**config.mk**
```make
export PLATFORM = sky130hd
export DESIGN_NAME = lpkt_ram
export DESIGN_NICKNAME = d
export VERILOG_FILES = /design/src/hdl/lpkt_ram.sv
export SDC_FILE = /design/constraint.sdc
export NUM_CORES = 1
export LEC_CHECK = 0
export ABC_CLOCK_PERIOD_IN_PS = 2700
export BUFFER_PORTS_ARGS = -buffer_cell sky130_fd_sc_hd__buf_2
export CAP_MARGIN = 15
export CORE_UTILIZATION = 45
export CTS_CLUSTER_DIAMETER = 40
export CTS_CLUSTER_SIZE = 20
export DETAILED_ROUTE_END_ITERATION = 10
export SLEW_MARGIN = 20
export SYNTH_ARGS = -nofsm -noshare
export SYNTH_HDL_FRONTEND = slang
export SYNTH_SLANG_ARGS = --single-unit
```
**constraint.sdc**
```tcl
create_clock -name clk_i -period 2.7 [get_ports clk_i]
set_clock_uncertainty 0.05 [all_clocks]
set_input_delay 0.54 -clock clk_i [delete_from_list [all_inputs] [get_ports clk_i]]
set_output_delay 0.54 -clock clk_i [all_outputs]
set_load 0.02 [all_outputs]
```
**src/hdl/lpkt_ram.sv**
```systemverilog
// Generic single-port RAM with registered read data.
`default_nettype none
module lpkt_ram #(
  parameter int Width = 8,
  parameter int Depth = 16
) (
  input  wire logic                     clk_i,
  input  wire logic                     we_i,
  input  wire logic [$clog2(Depth)-1:0] addr_i,
  input  wire logic [Width-1:0]         wdata_i,
  output logic      [Width-1:0]         rdata_o
);
  logic [Width-1:0] mem [Depth];

  always_ff @(posedge clk_i) begin
    if (we_i) mem[addr_i] <= wdata_i;
    rdata_o <= mem[addr_i];
  end
endmodule
`default_nettype wire

```
* Word-level counts from Yosys, hierarchy flattened
Memory sizes are Yosys's and may differ from the RTL's. A register that Yosys moved wholly into a read port is not among the register bits.
Index checks and enable logic that the tools add are counted.
** Storage, ports and cells
- Word-level logic and storage cells :: 3
- Bits of input ports :: 14
- Register bits after elaboration :: 0
- Memories kept :: 1
- Bits in writable memories :: 128
** Memories
- mem :: words 16, width 8, read ports 1, clocked after Yosys merged registers in 1, write ports 1, RTL line 13 : logic [Width-1:0] mem [Depth];
** Operators by class
- Multiplexer cells :: 2
** Operators by type and width (number)
- 2-to-1 mux 1 bit :: 2

* Logic depth before layout (Yosys ltp)
Gate-level depths: netlist (run 1).
- Depth after elaboration :: 2
- Mapped depth :: 5

* Worst setup path before layout (run 1)
No wires, ideal clock.
- Path kind :: input to register
- Start :: in addr_i[2]
- End :: mem mem[0][0] (enable)
- Arrival time :: 1.650 ns
- Setup slack :: 0.617 ns
- Stages on the path :: 2
- Path through :: or3b_2 > nor3_1
** RTL lines
- from (decl) :: RTL line 9 : input wire logic [$clog2(Depth)-1:0] addr_i,
- to (decl) :: RTL line 13
Straight into the memory's write port.

==> summary.txt, run 1 <==
Status
  – Status: complete, no violations

Yosys
  – Cell area after synthesis: 0.00507 mm2
  – Post-Synth Simple-Gate Area: 3.21%
  – Post-synthesis mux area share: 14.2%
  – Compound-gate portion of the synthesized area: 2.37%
  – Main combinational cell family by area after synthesis: multiplexers
  – Leading cell types by count after synthesis: 128 x edfxtp_1, 32 x mux4_2, 16 x a22oi_1, 13 x nor2_1, 9 x nand2_1
  – Post-synth EDFFs: 128
  – Post-Synth XOR/XNOR Area: 0%
  – Seq/Total Area, Yosys: 79.0%
  – Most numerous cell in the Yosys netlist: edfxtp_1
  – Library cell with the largest summed area after synthesis: edfxtp_1
  – Synth Area in Adders: 0%
  – Synth top area share: 75.9%
  – Async SR Flop Fraction: 0%
  – Register bit total from synthesis: 136
  – Post-synth top flop: edfxtp_1
  – Synth Net Count: 244
  – Syn Area/Cell: 22.0 um2
  – Syn. warnings: 0
  – Number of distinct library cells after synthesis: 18
  – Cell count after synthesis: 230
  – Largest cells by area after synthesis: edfxtp_1 76%, mux4_2 14%, dfxtp_1 3.2%

Route
  – Iter 0 DRT Violations: 168
  – Wirelength, routed: 9470 um
  – Routed Antenna Nets: 0
  – Vias post-DR: 2376
  – First-pass DRT Iterations: 4
  – Via density: 5.47
  – Post-route DRC: 0
  – WL/cell: 21.8 um

Worst setup path
  – Slowest CP cell: mux4_2
  – CP Capture Type: register
  – Worst Setup EP: rdata_o[7]$_DFF_P_
  – Crit path kind: primary input to register
  – CP Cell Sequence: buf_2, buf_4, mux4_2, a22oi_1, nand2_1
  – WP depth: 5
  – Slowest stage delay, CP: 510 ps
  – Critical path startpoint: addr_i[0]
  – R2r endpoint: rdata_o[4]$_DFF_P_
  – Crit Path Max Fanout: 11
  – R2r setup slk: 1280 ps
  – Critical Path RT: 3050 ps
  – Worst Path Arrival: 2040 ps
  – Buf/Inv on CP: 2
  – Startpoint types: primary input
  – Largest delay share family, worst path: buffers and inverters
  – Worst reg2reg path startpoint: mem[3][4]$_DFFE_PP_
  – FF-to-FF path depth: 3

Clock network
  – Cts hold-fix bufs: 0
  – CTS tree: done
  – CTS sink cnt: 136
  – H-tree depth: 4
  – Clock latency on the worst-skew pair: 530 ps
  – Setup Fix Bufs, Post-CTS: 0
  – CTS resizes: 0
  – Bufs on Longest Clock Path: 2
  – Clock transition at path regs: 60 ps
  – CTS Buf Count: 17
  – Root buffer cell: clkbuf_8

Final layout
  – Fill count: 790
  – Layout cells sized above 1: 35.7%
  – Synthesis-to-layout area growth: 20.0%
  – Final std cell area, no fill: 0.00608 mm2
  – N_diodes: 0
  – Layout Nets: 295

STA
  – Normalized max-slew margin: 47.3%
  – Fin crit period: 1680 ps
  – Final setup fails: 0
  – Final worst setup slack: 1020 ps
  – Final Hold Fails: 0
  – Period utilization: 62.3%
  – F_max: 595 MHz
  – Final setup TNS: 0 ps
  – Unrepaired setup endpoints after global routing: no
  – Max-slew violation count: 0
  – Worst slew pin tran: 789 ps

Pwr
  – Max VDD drop: 0.410 mV
  – Cell Pwr Density: 809 mW/mm2
  – Net Sw Power: 0.968 mW
  – Leakage power total: 2.03 nW
  – Internal power: 3.95 mW
  – Switching share of power: 19.7%
  – Combinational Power Share: 4.8%
  – Sequential share of power: 48.3%
  – Clock power share: 46.9%

Global routing
  – First-pass GRT wire length: 14800 um
  – Largest net degree at the start of global routing: 40
  – GR Overflow Total: 0
  – Initial antenna violation count: 0
  – GRT Util Overall: 18.6%
  – Vias in the first global route: 2540

Die
  – Starting Density: 46.5%
  – Total core area: 0.0109 mm2
  – Die height: 108 um
  – FP Rows: 38
  – Io pins: 22
  – Die area: 0.0117 mm2
  – Die X: 108 um

Placed design
  – Final Wtd Congestion: 0.722
  – Setup WS pre-CTS: 450 ps
  – Hpwl dp: 6130 um
  – DP Area: 0.00548 mm2
  – Port Buffers: 21

Worst hold path
  – HP Class: primary input to register

Run
  – Max-cap violations: 0
[layout by cell type (no fill, tap or decap)]
master and n:
a22oi_1 16, clkinvlp_4 3, nor3_1 4, or3b_2 1
edfxtp_1 128, bufinv_16 4, nand3_1 1, dfxtp_1 8
nor2b_1 2, nand2b_1 2, mux4_2 32, nor2_1 13
clkinv_4 2, clkbuf_1 2, clkinv_2 3, buf_2 21
clkinv_1 1, clkbuf_16 16, buf_4 20, buf_12 2
and2_1 1, clkbuf_8 1, nand3b_1 2, nand2_1 9
[layer usage]
| metal | vias up | wire (um) | GRT usage [%] |
|---|---|---|---|
| met5 | - | 0 | 0 |
| met4 | 0 | 159 | 8.32 |
| met3 | 14 | 361 | 4.70 |
| met2 | 55 | 4810 | 31.0 |
| met1 | 1243 | 4140 | 23.0 |
| li1 | 1064 | - | - |
[worst reg2reg max path: stages (launching register included)]
cell and delay (ps):
edfxtp_1 360, mux4_2 470, a22oi_1 340, nand2_1 90
[layout make-up]
class	instances	area, um2	area share [%]
sequential	136	4000	65.9
tap	140	175	2.88
multi-input combinational	83	1000	16.5
clock inverter	13	179	2.94
clock buffer	19	422	6.94
timing repair buffer	43	295	4.86
[sequential cells by signal, summed over array words and instances, names as in the netlist]
| register | flops |
|---|---|
| mem | 128 |
| rdata_o | 8 |
[kinds of logic (layout without fill, tap and decap cells)]
| logic type | Yosys count | count (layout) |
|---|---|---|
| AO/OA/AOI/OAI | 16 | 16 |
| buffers and inverters | 11 | 75 |
| flip-flops | 136 | 136 |
| multiplexers | 32 | 32 |
| AND/OR/NAND/NOR | 35 | 35 |
[worst min path at each step]
| stage | to | startpoint | depth (start not counted) | slack (ps) |
|---|---|---|---|---|
| detailed placement | rdata_o[3]$_DFF_P_ | mem[12][3]$_DFFE_PP_ | 3 | 610 |
| floorplan | rdata_o[0]$_DFF_P_ | mem[14][0]$_DFFE_PP_ | 3 | 580 |
| global route | mem[10][4]$_DFFE_PP_ | wdata_i[4] | 1 | 340 |
| global placement | rdata_o[6]$_DFF_P_ | mem[14][6]$_DFFE_PP_ | 3 | 600 |
| CTS | mem[14][3]$_DFFE_PP_ | wdata_i[3] | 1 | 330 |
| finish | mem[8][0]$_DFFE_PP_ | wdata_i[0] | 1 | 350 |
[power by group through the flow]
stage          Clock [mW]  Sequential, mW  Combinational, mW
6_report             2.31            2.37              0.234
4_1_cts              2.35            2.38              0.239
3_5_place_dp            0            2.42              0.237
5_1_grt              2.43            2.38              0.255
3_3_place_gp            0            2.42              0.233
2_1_floorplan           0            2.43              0.122
[through the flow]
stage          hold WS [ps]  power, mW  instances  util [%]
4_1_cts                 332       4.96        434      55.8
3_3_place_gp            603       2.65        402      50.3
2_1_floorplan           585       2.55        230         -
3_5_place_dp            614       2.66        402      50.3
5_1_grt                 345       5.06        434      55.8
6_report                350       4.92        434      55.8
No activity file was read; power rests on OpenSTA's default activity.
==> run 2: changes to the inputs <==
Settings changed: ABC_CLOCK_PERIOD_IN_PS 2700 to 1590.
Clock period 2.7 ns to 1.59 ns, I/O delays scaled along.
==> run 2 against run 1 <==
  * Core utilization grew 1.6 points
  * Final cell count up 4.1%
  * Sequential cell count is the same
  * Final area up 2.8%
  * Non-clock buffer count is 18 higher
  * Total power is 64% higher
  * Worst hold slack worse by 200 ps
  * Combinational power grew 88%
  * Sequential power rose by 70%
  * Die area unchanged
  * Wire length up 2.7%
  * Worst setup slack lost 840 ps
==> summary.txt, run 2 (synthesis results as in run 1) <==
Worst setup path
  – Worst reg2reg path startpoint: mem[3][1]$_DFFE_PP_
  – Critical path startpoint: rdata_o[5]$_DFF_P_
  – Critical Path RT: 1220 ps
  – CP Cell Sequence: buf_2
  – Buf/Inv on CP: 1
  – Startpoint types: register
  – CP Capture Type: output pin
  – Worst Path Arrival: 1050 ps
  – Largest delay share family, worst path: flip-flops
  – Slowest CP cell: dfxtp_1
  – Crit Path Max Fanout: 1
  – Slowest stage delay, CP: 360 ps
  – Crit path kind: register to output pin

Global routing
  – GR Overflow Total: 0
  – Initial antenna violation count: 0
  – Vias in the first global route: 2600
  – First-pass GRT wire length: 15100 um
  – GRT Util Overall: 18.8%
  – Largest net degree at the start of global routing: 23

Final layout
  – N_diodes: 0
  – Largest registers: mem (128), rdata_o (8)
  – Final std cell area, no fill: 0.00625 mm2
  – Layout Nets: 313
  – Layout cells sized above 1: 42.9%
  – Most frequent cells in the layout: 128 x edfxtp_1, 34 x buf_4, 32 x mux4_2
  – Most common cell after layout, fill and taps aside: edfxtp_1
  – Final core utilization: 57.4%
  – Flip-flop count of the largest register after layout: 128
  – Top reg by flops: mem
  – Synthesis-to-layout area growth: 23.4%

STA
  – Final Hold Fails: 0
  – Unrepaired setup endpoints after global routing: no
  – Max-slew violation count: 0
  – Final setup fails: 0
  – Normalized max-slew margin: 49.4%
  – Fin crit period: 1420 ps
  – Period utilization: 89.1%
  – F_max: 706 MHz
  – Hold_ws: 154 ps
  – Worst slew pin tran: 758 ps

Placed design
  – Hpwl dp: 6600 um
  – Final Wtd Congestion: 0.775
  – Port Buffers: 21
  – DP Area: 0.00570 mm2

Pwr
  – Power, Total: 8.07 mW
  – Max VDD drop: 1.15 mV
  – Leakage power total: 2.11 nW
  – Cell Pwr Density: 1290 mW/mm2

Clock network
  – CTS resizes: 0
  – CTS tree: done
  – Bufs on Longest Clock Path: 2
  – Cts hold-fix bufs: 0
  – Clock latency on the worst-skew pair: 510 ps
  – CTS Buf Count: 17
  – H-tree depth: 4
  – Setup Fix Bufs, Post-CTS: 0
  – Clock transition at path regs: 60 ps
  – CTS sink cnt: 136
  – Root buffer cell: clkbuf_8

Die
  – Io pins: 22
  – FP Rows: 38
  – Starting Density: 46.5%
  – Die area: 0.0117 mm2
  – Die X: 108 um
  – Die height: 108 um
  – Total core area: 0.0109 mm2

Run
  – Max-cap violations: 0

Status
  – Status: complete, no violations

Route
  – First-pass DRT Iterations: 4
  – Routed Antenna Nets: 0
  – Via density: 5.50
  – Post-route DRC: 0
  – WL/cell: 21.5 um
  – Iter 0 DRT Violations: 160
  – Vias post-DR: 2484
  – Wirelength, routed: 9720 um

Worst hold path
  – HP Class: primary input to register
  – HP Start: wdata_i[3]
-- run 2: routing by layer --
metal / track usage (%) / vias up / routed length [um]
li1: - / 1107 / -
met1: 25.6 / 1295 / 4400
met2: 28.9 / 68 / 4720
met3: 4.46 / 14 / 432
met4: 8.81 / 0 / 173
met5: 0 / - / 0
-- run 2: power by group --
group / switching (mW) / internal [mW]
Combinational: 0.249 / 0.191
Sequential: 0.0271 / 4.01
Clock: 1.39 / 2.21
-- run 2: layout make-up --
type / instances / area [um2]
clock buffers: 19 / 422
repair buffers: 61 / 480
clock inverters: 13 / 131
well taps: 140 / 175
fillers: 804 / 4640
multi-input cells: 83 / 1040
flip-flops and latches: 136 / 4000
-- run 2: final timing paths --
check	end	slack (ps)	cells after the start
max	rdata_o[5]	170	1
min	mem[4][3]$_DFFE_PP_	150	1
max reg2reg	rdata_o[1]$_DFF_P_	200	3
min reg2reg	rdata_o[1]$_DFF_P_	630	3
-- run 2: per-stage QoR --
step	setup WS, ps	instances	setup TNS [ps]
3_3_place_gp	-238	420	-5120
6_report	174	452	0
2_1_floorplan	-165	230	-4420
5_1_grt	107	452	0
3_5_place_dp	-168	420	-4740
4_1_cts	149	452	0
