<file path="config.mk">
export PLATFORM = sky130hd
export DESIGN_NAME = lpkt_mod
export DESIGN_NICKNAME = d
export VERILOG_FILES = /design/src/hdl/lpkt_mod.sv
export SDC_FILE = /design/constraint.sdc
export NUM_CORES = 1
export LEC_CHECK = 0
export BUFFER_PORTS_ARGS = -buffer_cell sky130_fd_sc_hd__buf_4
export CELL_PAD_IN_SITES_DETAIL_PLACEMENT = 1
export CELL_PAD_IN_SITES_GLOBAL_PLACEMENT = 2
export CORE_MARGIN = 10
export CORE_UTILIZATION = 34
export DETAILED_ROUTE_END_ITERATION = 10
export PLACE_DENSITY_LB_ADDON = 0.08
export SLEW_MARGIN = 20
export SYNTH_ARGS = -nofsm -noshare
export SYNTH_HDL_FRONTEND = slang
export SYNTH_SLANG_ARGS = --single-unit
</file>
<file path="constraint.sdc">
create_clock -name clk_i -period 5.15 [get_ports clk_i]
set_input_delay 0.2575 -clock clk_i [delete_from_list [all_inputs] [get_ports clk_i]]
set_output_delay 0.2575 -clock clk_i [all_outputs]
set_load 0.02 [all_outputs]
</file>
<file path="src/hdl/lpkt_mod.sv">
// Reduces the key sum modulo the table size one quotient bit per cycle.
`default_nettype none
module lpkt_mod #(
  parameter int AddrW = 10
) (
  input  wire logic             clk_i,
  input  wire logic             rst_ni,
  input  wire logic             start_i,
  input  wire logic [12:0]      sum_i,
  input  wire logic [AddrW:0]   size_i,
  output logic                  done_o,
  output logic      [AddrW-1:0] rem_o
);
  localparam int RemW = (AddrW + 1 > 13) ? AddrW + 1 : 13;
  logic [RemW-1:0] rem_q, rem_d;
  logic [RemW+12:0] div_q, div_d;
  logic [3:0] cnt_q, cnt_d;
  logic busy_q, busy_d;
  logic [RemW+12:0] trial;

  always_comb begin
    rem_d  = rem_q;
    div_d  = div_q;
    cnt_d  = cnt_q;
    busy_d = busy_q;
    trial  = div_q << cnt_q;
    if (start_i) begin
      rem_d  = RemW'(sum_i);
      div_d  = (RemW + 13)'(size_i);
      cnt_d  = 4'd12;
      busy_d = 1'b1;
    end else if (busy_q) begin
      if ((RemW + 13)'(rem_q) >= trial) rem_d = rem_q - RemW'(trial);
      if (cnt_q == 4'd0) busy_d = 1'b0;
      else cnt_d = cnt_q - 4'd1;
    end
  end

  always_ff @(posedge clk_i or negedge rst_ni) begin
    if (!rst_ni) begin
      busy_q <= 1'b0;
      cnt_q  <= '0;
    end else begin
      busy_q <= busy_d;
      cnt_q  <= cnt_d;
    end
  end

  always_ff @(posedge clk_i) begin
    rem_q <= rem_d;
    div_q <= div_d;
  end

  assign done_o = busy_q && (cnt_q == 4'd0);
  assign rem_o  = AddrW'(rem_d);
endmodule
`default_nettype wire

</file>
# Yosys cells after proc, flatten, opt, wreduce, memory -nomap -nowiden
# Cells that the tools add are included.
dict set report totals {
  reg_bits 29
  input_bits 27
  output_inout_bits 11
  wordCells 25
}
dict set report op_classes {
  addsub 2
  magnitude_cmp 1
  eq_ne 1
  shifts 1
  mux 9
  reduce_logical 6
}
# cell count
set ops {}
lappend ops {{13-bit two-way mux} 3}
lappend ops {{13-bit by 26-bit >= comparator with 1-bit output} 1}
lappend ops {{11-bit by 4-bit left shift with 26-bit output} 1}
lappend ops {{13-bit subtractor} 1}
lappend ops {{4-bit two-way mux} 3}
lappend ops {{4-bit logical NOT} 1}
lappend ops {{2-bit AND reduction} 2}
lappend ops {{2-bit nonzero test} 2}
lappend ops {{4-bit by 1-bit subtractor with 4-bit output (second input constant)} 1}
lappend ops {{1-bit two-way mux} 3}
lappend ops {{2-bit inequality test (second input constant)} 1}
lappend ops {{1-bit logical AND} 1}

# Longest topological paths before layout
# Gate-level depths: netlist of run 1.
dict set report logic_depth {
  ltp_word 5
  ltp_mapped 16
  mapped_depth_nobuf 14
}

# Least setup slack after synthesis of run 1
# No wires, ideal clock.
dict set report synth_timing {
  path_type {flip-flop to output port}
  startpoint {register cnt_q[0]}
  endpoint {output port rem_o[6]}
  arrival_ps 3815
  required_ps 4893
  setup_slack_ps 1078
  stages_incl_launch_ff 16
  path_buffers 3
  path_cell_list {dfrtp_1 -> buf_2 -> buf_2 -> a21oi_1 -> mux2_2 -> mux2_2 -> or2_2 -> ha_1 -> a21oi_1 -> o21a_1 -> o22ai_1 -> a2111oi_0 -> a2111o_1 -> a2111oi_2 -> a311o_1 -> buf_4}
}
dict set report synth_via {
  elab_chain_cells 5
  elab_cells_between_ends 6
  classes_between {add/sub: 1; order compare: 1; shift: 1; mux: 3}
}
# element line
set synth_lines {}
lappend synth_lines {{start: declaration} 17} ;# logic [3:0] cnt_q, cnt_d;
lappend synth_lines {{start signal: assignment} 45} ;# cnt_q <= cnt_d;
lappend synth_lines {{11-bit by 4-bit left shift with 26-bit output *} 26} ;# trial = div_q << cnt_q;
lappend synth_lines {{13-bit by 26-bit >= comparator with 1-bit output / 13-bit subtractor (equally long branches)} 33} ;# if ((RemW + 13)'(rem_q) >= trial) rem_d = rem_q - RemW'(trial);
lappend synth_lines {{13-bit two-way mux *} 33}
lappend synth_lines {{13-bit two-way mux *} 32} ;# end else if (busy_q) begin
lappend synth_lines {{13-bit two-way mux *} 27} ;# if (start_i) begin
lappend synth_lines {{end: declaration} 12} ;# output logic [AddrW-1:0] rem_o
# Every way passes the cells marked *; elsewhere a longest branch is shown, timed or not. The select of a mux whose other input is x is not followed.

# Worst setup path after layout of run 1
# Same ends and word-level chain as after synthesis.

==> results of run 1 <==
==> cells by family (layout without fill, tap and decap cells) <==
kind of cell             Yosys count  in the layout  share of synthesized area (%)
multiplexers                      14             14                          6.667
adder cells (fa/ha/maj)           15             15                          7.820
AO/OA/AOI/OAI                     91             91                          25.06
XOR/XNOR                           8              8                          2.807
AND/OR/NAND/NOR                  109            109                          20.75
flip-flops                        29             29                          29.87
buffers and inverters             36             63                          7.018
==> routing by layer <==
metal | vias to the layer above | GRT usage, % | share of wire (%)
met4 | 0 | 3.288 | 0.98
met5 | - | 0 | 0
met1 | 1129 | 20.21 | 52
met3 | 6 | 2.253 | 3.1
li1 | 1159 | - | -
met2 | 44 | 21.20 | 44
==> synthesized netlist by cell type, types with 2 or more instances <==
| master | number |
|---|---|
| or2_2 | 2 |
| a21o_1 | 3 |
| ha_1 | 14 |
| nor2b_1 | 5 |
| nand4_1 | 5 |
| o31a_1 | 2 |
| nand3_1 | 9 |
| mux2i_1 | 5 |
| clkbuf_1 | 11 |
| nor2_1 | 24 |
| mux2_2 | 7 |
| o21ai_0 | 27 |
| o31ai_1 | 2 |
| buf_4 | 10 |
| clkinv_1 | 2 |
| xor2_1 | 3 |
| nor4_1 | 2 |
| a31oi_1 | 9 |
| o311ai_1 | 2 |
| edfxtp_1 | 14 |
| buf_2 | 2 |
| dfxtp_1 | 10 |
| inv_1 | 10 |
| a211oi_1 | 3 |
| nor3_1 | 8 |
| nand2_1 | 39 |
| dfrtp_1 | 5 |
| xnor2_1 | 5 |
| and2_1 | 3 |
| or3_1 | 4 |
| o211ai_1 | 10 |
| nand3b_1 | 2 |
| a21oi_1 | 15 |
| o21a_1 | 5 |
==> layout make-up <==
type | count | area, µm² | share of cell area, %
flip-flops and latches | 29 | 745.7 | 25.69
multi-input cells | 237 | 1575 | 54.27
well taps | 99 | 123.9 | 4.267
clock buffers | 6 | 82.58 | 2.845
inverters | 13 | 48.80 | 1.681
repair buffers | 42 | 317.8 | 10.95
clock inverters | 2 | 8.758 | 0.3017
==> registers in the layout, summed over array words and instances, names as in the netlist <==
| signal | cells |
|---|---|
| cnt_q | 4 |
| div_q | 11 |
| busy_q | 1 |
| rem_q | 13 |
==> cells in the final DEF (no fill, tap or decap), types with 3 or more instances in the layout <==
| master | n |
|---|---|
| buf_4 | 41 |
| mux2_2 | 7 |
| nand3_1 | 9 |
| a211oi_1 | 3 |
| mux2i_1 | 5 |
| o21ai_0 | 27 |
| nor2_1 | 24 |
| xor2_1 | 3 |
| nand2_1 | 39 |
| dfrtp_1 | 5 |
| clkbuf_8 | 6 |
| a21oi_1 | 15 |
| o211ai_1 | 10 |
| dfxtp_1 | 10 |
| o21a_1 | 5 |
| xnor2_1 | 5 |
| nor2b_1 | 5 |
| clkinv_1 | 3 |
| edfxtp_1 | 14 |
| or3_1 | 4 |
| nor3_1 | 8 |
| nand4_1 | 5 |
| and2_1 | 3 |
| ha_1 | 14 |
| a21o_1 | 3 |
| inv_1 | 10 |
| a31oi_1 | 9 |
==> power by group <==
part	leakage (nW)	total [mW]	internal, mW	switching [mW]
registers	0.276	0.319	0.271	0.0479
logic	0.815	0.589	0.239	0.349
clock network	0.0486	0.202	0.106	0.0963
total	1.14	1.11	0.616	0.494
==> path summary, 6_finish.rpt <==
check                                end  slack [ns]  depth (start not counted)
worst max-delay path            rem_o[6]        0.39                         16
worst min-delay path            div_q[3]        0.14                          1
worst max register to register  rem_q[6]        0.98                         15
worst min register to register  rem_q[2]        0.53                          2
max in group asynchronous       cnt_q[2]        4.73                          2
min in group asynchronous       cnt_q[0]        0.30                          2
==> stage by stage <==
stage	utilization, %	power (mW)	std cells
floorplan	-	0.7481	302
global placement	38.83	0.9103	419
detailed placement	38.83	0.9088	419
CTS	40.24	1.117	428
global route	40.24	1.203	428
finish	40.24	1.110	428
==> impl_metrics.py, run 1 <==
metrics = {
    "outcome": {
        "status": "completed",
    },
    "placed_design": {
        "io_buffers": 37,
        "dp_slack_ns": 0.7170,
        "placed_area_um2": 2801,
        "dp_hpwl_um": 6098,
        "routabilityCongestion": 0.8151,
    },
    "worst_setup_path": {
        "startpoint_type": "flip-flop",
        "cp_max_fo": 15,
        "path_delay_family": "compound AO/OA/AOI/OAI gates",
        "path_cells": "buf_4 -> mux2_2 -> nor2_1 -> a31oi_1 -> mux2_2 -> nand2_1 -> ha_1 -> nand2_1 -> o21a_1 -> o22ai_1 -> a2111oi_0 -> buf_4 -> a2111oi_4 -> nand2_4 -> a311o_1 -> buf_4",
        "r2r-start": "cnt_q[0]",
        "cpPeakStageDelay_ns": 0.64,
        "crit_top_cell": "buf_4",
        "critPathKind": "reg2out",
        "critPathLaunch": "cnt_q[0]",
        "crit_buf_inv": 3,
        "required_ns": 4.89,
        "cp.arrival_ns": 4.50,
        "end_kind": "output pin",
        "crit_slowest_cell": "dfrtp_1",
    },
    "timing": {
        "fin_ws_ns": 0.3935,
        "rsz0062_at_grt": "no",
        "period_minus_slack_ns": 4.757,
        "period_share_pct": 92.36,
        "worst_pin_slew_ns": 0.6978,
        "finalHoldViolations": 0,
        "fmax_ghz": 0.2102,
        "maxSlewViolCount": 0,
        "fin_skew_ns": 0.01007,
        "setup_viol": 0,
        "whs_ns": 0.1424,
        "fin_setup_tns_ns": 0,
        "max-slew-margin-rel_pct": 53.20,
    },
    "hold_path": {
        "min_from": "size_i[3]",
        "hp-class": "in2reg",
    },
    "yosys": {
        "yosys.area.top_type_share_pct": 16.84,
        "ys.flop_type": "edfxtp_1",
        "synth_area_um2": 2496,
        "synthCells": 302,
        "synth.avg_cell_area_um2": 8.265,
        "ys_ff_latch": 29,
        "synth.largest_area_cell": "edfxtp_1",
        "synth.area.top_cells": "edfxtp_1 17%, dfxtp_1 8.0%, ha_1 7.0%",
        "synth-edff-count": 14,
        "yosys_warnings": 0,
        "async_flop_share_pct": 17.24,
        "syn_nets": 344,
        "synth-seq-area-share_pct": 29.87,
        "yosysUniqueCellTypes": 57,
    },
    "die": {
        "ios": 38,
        "coreArea_um2": 7214,
        "initial_core_util_pct": 34.60,
        "dieArea_um2": 11170,
        "fp.dieH_um": 105.7,
        "row_count": 31,
        "die_w_um": 105.7,
    },
    "grt": {
        "grt_max_degree": 33,
        "grt_pass1_wl_um": 12810,
        "antenna_found_initial": 0,
        "grtUsageTotal_pct": 14.02,
        "overflow": 0,
        "grt_pass1_vias": 2387,
    },
    "clock_network": {
        "worst_setup_hold_path_clk_slew_ns": 0.08,
        "clkLatencyLatePin_ns": 0.29,
        "cts-root-buf": "clkbuf_8",
        "cts_sinks": 29,
        "post_cts_buffers": 0,
        "cts_buffers": 5,
        "cts_buffer_depth": 2,
        "htreeDepth": 2,
        "postCtsResizedCells": 0,
        "cts_hold_buf": 1,
        "cts_tree": "done",
    },
    "route": {
        "first_pass_iters": 4,
        "antenna_left": 0,
        "totalWireLength_um": 7738,
        "wl_per_cell_um": 18.08,
        "vias": 2338,
        "drc": 0,
        "via_per_inst": 5.463,
        "drt_iter0_drc": 105,
    },
    "power": {
        "irDropWorstVdd_mv": 0.1511,
        "p_leak_nw": 1.140,
        "power_density_nw_per_um2": 382.3,
    },
    "final_layout": {
        "antenna_cells": 0,
        "final_nets": 370,
        "area_growth_syn_to_layout_pct": 16.29,
        "fillers": 894,
        "layout-drive-gt1-share_pct": 20.36,
        "fin_area_um2": 2903,
    },
    "job": {
        "maxCapViolCount": 0,
    },
}
(Power assumes the default switching activity.)
==> run 2, diff against run 1 <==
--- a/config.mk
+++ b/config.mk
@@ -5,11 +5,12 @@
 export SDC_FILE = /design/constraint.sdc
 export NUM_CORES = 1
 export LEC_CHECK = 0
+export ABC_AREA = 1
 export BUFFER_PORTS_ARGS = -buffer_cell sky130_fd_sc_hd__buf_4
 export CELL_PAD_IN_SITES_DETAIL_PLACEMENT = 1
 export CELL_PAD_IN_SITES_GLOBAL_PLACEMENT = 2
 export CORE_MARGIN = 10
-export CORE_UTILIZATION = 34
+export CORE_UTILIZATION = 31
 export DETAILED_ROUTE_END_ITERATION = 10
 export PLACE_DENSITY_LB_ADDON = 0.08
 export SLEW_MARGIN = 20
==> run 2 against run 1 <==
Compared with the run above:
- combinational power decreased by 15%
- wire length down 0.53%
- highest routed layer unchanged
- area after synthesis is 0.85% lower
- clock skew fell by 0.0014 ns
- clock power rose by 5%
==> impl_metrics.py, run 2 <==
metrics = {
    "outcome": {
        "status": "completed",
    },
    "die": {
        "ios": 38,
        "die_w_um": 109.4,
        "row_count": 32,
        "dieArea_um2": 11960,
        "fp.dieH_um": 109.4,
        "coreArea_um2": 7727,
        "initial_core_util_pct": 32.03,
    },
    "yosys": {
        "synthSimpleGateAreaFrac_pct": 41.41,
        "synth_area_um2": 2475,
        "synth_xor_area_share_pct": 2.831,
        "synth_common_cells": "144 x nand2_1, 48 x nand3_1, 34 x inv_1",
        "synth_compound_area_share_pct": 6.522,
        "synth_most_common_cell": "nand2_1",
        "synth_adder_area_share_pct": 7.887,
        "synth-seq-area-share_pct": 30.13,
        "synth.area.top_cells": "nand2_1 22%, edfxtp_1 17%, nand3_1 9.7%",
        "ys.flop_type": "edfxtp_1",
        "synth.largest_area_cell": "nand2_1",
        "syn_nets": 418,
        "ys_ff_latch": 29,
        "synth_top_family_by_area": "simple AND/OR/NAND/NOR gates",
        "yosysUniqueCellTypes": 35,
        "yosys.area.top_type_share_pct": 21.84,
        "synthMuxAreaShare_pct": 0,
        "synth-edff-count": 14,
        "yosys_warnings": 0,
        "synth.avg_cell_area_um2": 6.582,
        "synthCells": 376,
        "async_flop_share_pct": 17.24,
    },
    "clock_network": {
        "cts-root-buf": "clkbuf_8",
        "worst_setup_hold_path_clk_slew_ns": 0.07,
        "post_cts_buffers": 0,
        "cts_hold_buf": 1,
        "cts_sinks": 29,
        "clkLatencyLatePin_ns": 0.30,
        "htreeDepth": 2,
        "cts_buffers": 5,
        "postCtsResizedCells": 0,
        "cts_tree": "done",
        "cts_buffer_depth": 2,
    },
    "final_layout": {
        "layout-drive-gt1-share_pct": 13.72,
        "antenna_cells": 0,
        "regMostFlops": "rem_q",
        "fin_util_pct": 36.90,
        "multiInputGateArea_um2": 1451,
        "final_nets": 442,
        "largest_reg_flops": 13,
        "largestRegisters": "rem_q (13), div_q (11), cnt_q (4)",
        "layout_commonest_cell": "nand2_1",
        "area_growth_syn_to_layout_pct": 15.22,
        "seqCellArea_um2": 745.7,
        "fillers": 1012,
        "final_cell_mix": "144 x nand2_1, 48 x nand3_1, 38 x buf_4",
        "final_cells": 503,
    },
    "grt": {
        "grtUsageTotal_pct": 13.71,
        "antenna_found_initial": 0,
        "overflow": 0,
        "grt_pass1_wl_um": 12980,
        "met3_usage_pct": 2.926,
        "grt_max_degree": 29,
        "grt.busiest_layer": "met2",
        "met1_usage_pct": 18.74,
        "grt_pass1_vias": 2579,
        "use_met2_pct": 21.21,
    },
    "timing": {
        "rsz0062_at_grt": "no",
        "setup_viol": 0,
        "finalHoldViolations": 0,
        "maxSlewViolCount": 0,
        "fmax_ghz": 0.2322,
        "fin_setup_tns_ns": 0,
        "period_minus_slack_ns": 4.307,
        "fin_skew_ns": 0.008651,
        "period_share_pct": 83.62,
        "max-slew-margin-rel_pct": 68.24,
        "worst_pin_slew_ns": 0.4763,
    },
    "worst_setup_path": {
        "end_kind": "output pin",
        "startpoint_type": "flip-flop",
        "critPathKind": "reg2out",
        "cp.arrival_ns": 4.05,
        "required_ns": 4.89,
        "cp_max_fo": 15,
    },
    "route": {
        "totalWireLength_um": 7697,
        "drc": 0,
        "first_pass_iters": 4,
        "wl_per_cell_um": 15.30,
        "vias": 2416,
        "drt_iter0_drc": 119,
        "via_per_inst": 4.803,
        "antenna_left": 0,
    },
    "placed_design": {
        "dp_hpwl_um": 6322,
        "io_buffers": 37,
        "routabilityCongestion": 0.8605,
        "placedCellCount": 494,
    },
    "power": {
        "power_density_nw_per_um2": 355.1,
        "p_leak_nw": 1.449,
        "irDropWorstVdd_mv": 0.09888,
    },
    "job": {
        "maxCapViolCount": 0,
    },
    "hold_path": {
        "hp-class": "in2reg",
    },
}
-- run 2: cell count changes after synthesis, moves of 10 or more --
cell | before | now
inv_1 | 10 | 34
o211ai_1 | 10 | 0
o21ai_0 | 27 | 9
nand2_1 | 39 | 144
nand3_1 | 9 | 48
-- run 2: layout make-up --
| cell class | instances | share of cell area [%] |
|---|---|---|
| Multi-Input combinational cell | 289 | 50.90 |
| Sequential cell | 29 | 26.15 |
| Timing Repair Buffer | 39 | 10.36 |
| Inverter | 36 | 4.739 |
| Tap cell | 102 | 4.476 |
| Clock buffer | 6 | 2.896 |
| Clock inverter | 2 | 0.4827 |
-- run 2: kinds of logic after synthesis --
family,after synthesis
adder cells (fa/ha/maj),15
AND/OR/NAND/NOR,238
AO/OA/AOI/OAI,28
XOR/XNOR,8
buffers and inverters,58
flip-flops,29
-- run 2: per-stage QoR --
| stage | hold WS [ns] | total power [mW] | instance area [µm²] | worst slack, ns |
|---|---|---|---|---|
| 6_report | 0.1313 | 1.013 | 2851 | 0.8434 |
| 5_1_grt | 0.1223 | 1.114 | 2851 | 0.3693 |
| 4_1_cts | 0.1242 | 1.023 | 2851 | 0.8418 |
| 3_5_place_dp | 0.06593 | 0.8052 | 2745 | 1.192 |
| 3_3_place_gp | 0.06344 | 0.8053 | 2745 | 1.351 |
| 2_1_floorplan | -0.03809 | 0.6773 | 2475 | 2.057 |
-- run 2: worst paths after layout --
kind                                   to  cells after the start      start  slack [ns]
worst max-delay path             rem_o[1]                     22   cnt_q[1]        0.84
worst min-delay path             div_q[1]                      1  size_i[1]        0.13
worst max register to register  rem_q[12]                     21   cnt_q[1]        1.41
worst min register to register   rem_q[0]                      2   rem_q[0]        0.56
max in group asynchronous        cnt_q[1]                      2     rst_ni        4.75
min in group asynchronous        cnt_q[3]                      2     rst_ni        0.29
-- run 2: routing by layer --
| metal | wire, µm | share of wire, % |
|---|---|---|
| met1 | 4007 | 52 |
| met2 | 3340 | 43 |
| met3 | 260 | 3.4 |
| met4 | 89 | 1.2 |
| met5 | 0 | 0 |
-- run 2: where the power goes --
group          switching, mW  total, mW  internal (mW)
combinational          0.325      0.500          0.175
sequential            0.0309      0.300          0.269
clock                  0.105      0.213          0.108
total                  0.460       1.01          0.552
-- run 2: worst max-delay path, stage by stage (launching register included) --
cell and delay, ns:
dfrtp_1 0.64, inv_1 0.33, nand3_1 0.16, nand2_1 0.07, nor2_1 0.09, a41oi_1 0.06
or2_2 0.32, ha_1 0.36, nand2_1 0.12, inv_1 0.09, nand2_1 0.06, nand2_1 0.05
nand2_1 0.05, nand3_1 0.11, nand2_1 0.06, nand2_1 0.06, nand2_1 0.05, nand2_1 0.27
nand3_4 0.22, nor2_2 0.24, nand2_1 0.07, nand3_1 0.10, buf_4 0.15
==> run 3, diff against run 2 <==
--- a/config.mk
+++ b/config.mk
@@ -5,12 +5,12 @@
 export SDC_FILE = /design/constraint.sdc
 export NUM_CORES = 1
 export LEC_CHECK = 0
-export ABC_AREA = 1
+export ABC_AREA = 0
 export BUFFER_PORTS_ARGS = -buffer_cell sky130_fd_sc_hd__buf_4
 export CELL_PAD_IN_SITES_DETAIL_PLACEMENT = 1
 export CELL_PAD_IN_SITES_GLOBAL_PLACEMENT = 2
 export CORE_MARGIN = 10
-export CORE_UTILIZATION = 31
+export CORE_UTILIZATION = 34
 export DETAILED_ROUTE_END_ITERATION = 10
 export PLACE_DENSITY_LB_ADDON = 0.08
 export SLEW_MARGIN = 20
==> constraint.sdc (replaced) <==
create_clock -name clk_i -period 4.4 [get_ports clk_i]
set_input_delay 0.22 -clock clk_i [delete_from_list [all_inputs] [get_ports clk_i]]
set_output_delay 0.22 -clock clk_i [all_outputs]
set_load 0.02 [all_outputs]
==> run 3 against run 2 <==
Compared with the run above:
- sequential power grew 19%
- die area shrank 6.6%
- core utilization grew 7.4 points
- count of clock-buffer cells in the layout shrank 1
- global-route usage grew 1.0 points
- worst setup slack lost 0.70 ns
- cell count shrank 8.9%
- first-iteration DRC count shrank 1.7%
- power grew 47%
- clock power grew 35%
- hold slack lost 0.026 ns
- critical path type unchanged
- largest cell class unchanged
- largest power group unchanged
==> impl_metrics.py, run 3 (synthesis results as in run 1) <==
metrics = {
    "timing": {
        "period_minus_slack_ns": 4.257,
        "worst_pin_slew_ns": 0.8115,
        "fin_ws_ns": 0.1433,
        "whs_ns": 0.1050,
        "maxSlewViolCount": 0,
        "max-slew-margin-rel_pct": 45.58,
        "finalHoldViolations": 0,
        "period_share_pct": 96.74,
        "fin_skew_ns": 0.01339,
        "fin_setup_tns_ns": 0,
        "fmax_ghz": 0.2349,
        "setup_viol": 0,
    },
    "die": {
        "dieArea_um2": 11170,
        "row_count": 31,
        "ios": 38,
        "coreArea_um2": 7214,
        "initial_core_util_pct": 34.60,
        "die_w_um": 105.7,
        "fp.dieH_um": 105.7,
    },
    "clock_network": {
        "worst_setup_hold_path_clk_slew_ns": 0.07,
        "cts_buffer_depth": 2,
        "cts_buffers": 5,
        "cts-root-buf": "clkbuf_8",
        "htreeDepth": 2,
        "cts_sinks": 29,
        "cts_tree": "done",
        "clkLatencyLatePin_ns": 0.30,
    },
    "final_layout": {
        "area_growth_syn_to_layout_pct": 28.12,
        "largest_reg_flops": 13,
        "layout_commonest_cell": "buf_4",
        "layout-drive-gt1-share_pct": 28.97,
        "final_cell_mix": "69 x buf_4, 39 x nand2_1, 26 x o21ai_0",
        "largestRegisters": "rem_q (13), div_q (11), cnt_q (4)",
        "fillers": 892,
        "regMostFlops": "rem_q",
        "final_nets": 400,
        "antenna_cells": 0,
    },
    "grt": {
        "antenna_found_initial": 0,
        "grt_pass1_vias": 2616,
        "grt_pass1_wl_um": 13520,
        "overflow": 0,
        "grtUsageTotal_pct": 14.72,
        "grt_max_degree": 33,
    },
    "power": {
        "power_frac_comb_pct": 56.7,
        "switching_share_pct": 42.11,
        "power_frac_seq_pct": 24.0,
        "p_leak_nw": 1.295,
        "switchingPower_mw": 0.6253,
        "power_density_nw_per_um2": 464.3,
        "power_frac_clock_pct": 19.3,
        "intPower_mw": 0.8596,
        "irDropWorstVdd_mv": 0.1931,
    },
    "worst_setup_path": {
        "cp.arrival_ns": 4.04,
        "r2r-start": "cnt_q[0]",
        "cp_max_fo": 8,
        "critPathKind": "reg2out",
        "end_kind": "output pin",
        "critPathLaunch": "cnt_q[0]",
        "required_ns": 4.18,
        "startpoint_type": "flip-flop",
    },
    "route": {
        "first_pass_iters": 4,
        "drc": 0,
        "drt_iter0_drc": 117,
        "antenna_left": 0,
        "vias": 2476,
        "wl_per_cell_um": 18.27,
        "via_per_inst": 5.406,
        "totalWireLength_um": 8366,
    },
    "placed_design": {
        "routabilityCongestion": 0.8548,
        "io_buffers": 37,
        "dp_slack_ns": -0.01436,
        "dp_hpwl_um": 6414,
    },
    "outcome": {
        "status": "completed",
    },
    "job": {
        "maxCapViolCount": 0,
    },
    "hold_path": {
        "min_from": "size_i[9]",
        "hp-class": "in2reg",
    },
}
## run 3: path summary, 6_finish.rpt
kind | to | slack, ns | depth (start not counted)
min in group asynchronous | cnt_q[2] | 0.26 | 2
max in group asynchronous | cnt_q[0] | 4.01 | 2
min | div_q[9] | 0.10 | 1
max | rem_o[6] | 0.14 | 15
min reg2reg | rem_q[2] | 0.55 | 2
max reg2reg | rem_q[10] | 0.57 | 15
## run 3: worst max-delay path: stages, from the launching register on
cell and delay [ns]:
dfrtp_2 0.48, clkbuf_4 0.21, mux2i_2 0.18, or2_2 0.33
buf_4 0.15, nor2_1 0.08, o21ai_0 0.12, ha_2 0.37
buf_4 0.13, nand4_1 0.14, nor2_2 0.23, a2111oi_4 0.12
a2111oi_4 0.45, nand2_4 0.16, a311o_1 0.42, buf_4 0.17
## run 3: metrics by stage
step | util [%] | instance area (µm²) | cells | total power, mW
detailed placement | 41.81 | 3017 | 446 | 1.158
global route | 44.33 | 3198 | 458 | 1.596
global placement | 41.81 | 3017 | 446 | 1.156
CTS | 43.58 | 3144 | 455 | 1.457
floorplan | - | 2496 | 302 | 0.8756
finish | 44.33 | 3198 | 458 | 1.485
## run 3: layout make-up
type                       count  area (µm²)  area share, %
tap                           99       123.9          3.873
clock inverter                 3       41.29          1.291
clock buffer                   5       68.82          2.152
sequential                    29       748.2          23.40
inverter                      13       51.30          1.604
multi-input combinational    237        1609          50.31
timing repair buffer          72       555.5          17.37
## run 3: metal layers
layer | wire length (µm) | part of all wire (%) | track usage [%] | vias to the layer above
li1 | - | - | - | 1213
met1 | 4242 | 51 | 20.92 | 1212
met2 | 3715 | 44 | 22.31 | 42
met3 | 312 | 3.7 | 3.045 | 9
met4 | 95 | 1.1 | 3.095 | 0
met5 | 0 | 0 | 0 | -
## run 3: timing repair
item	CTS	global route
buffers inserted	0	3
endpoints found under the hold margin	5	0
hold buffers	1	0
resized for setup	3	9
pin swaps	0	4
endpoints found under the setup margin	10	10
## run 3: power by group through the flow
| stage | sequential, mW | clock (mW) | combinational, mW |
|---|---|---|---|
| after global routing | 0.360 | 0.306 | 0.930 |
| after global placement | 0.360 | 0 | 0.796 |
| after floorplan | 0.340 | 0 | 0.536 |
| final | 0.356 | 0.287 | 0.842 |
| after detailed placement | 0.361 | 0 | 0.797 |
| after CTS | 0.355 | 0.291 | 0.811 |
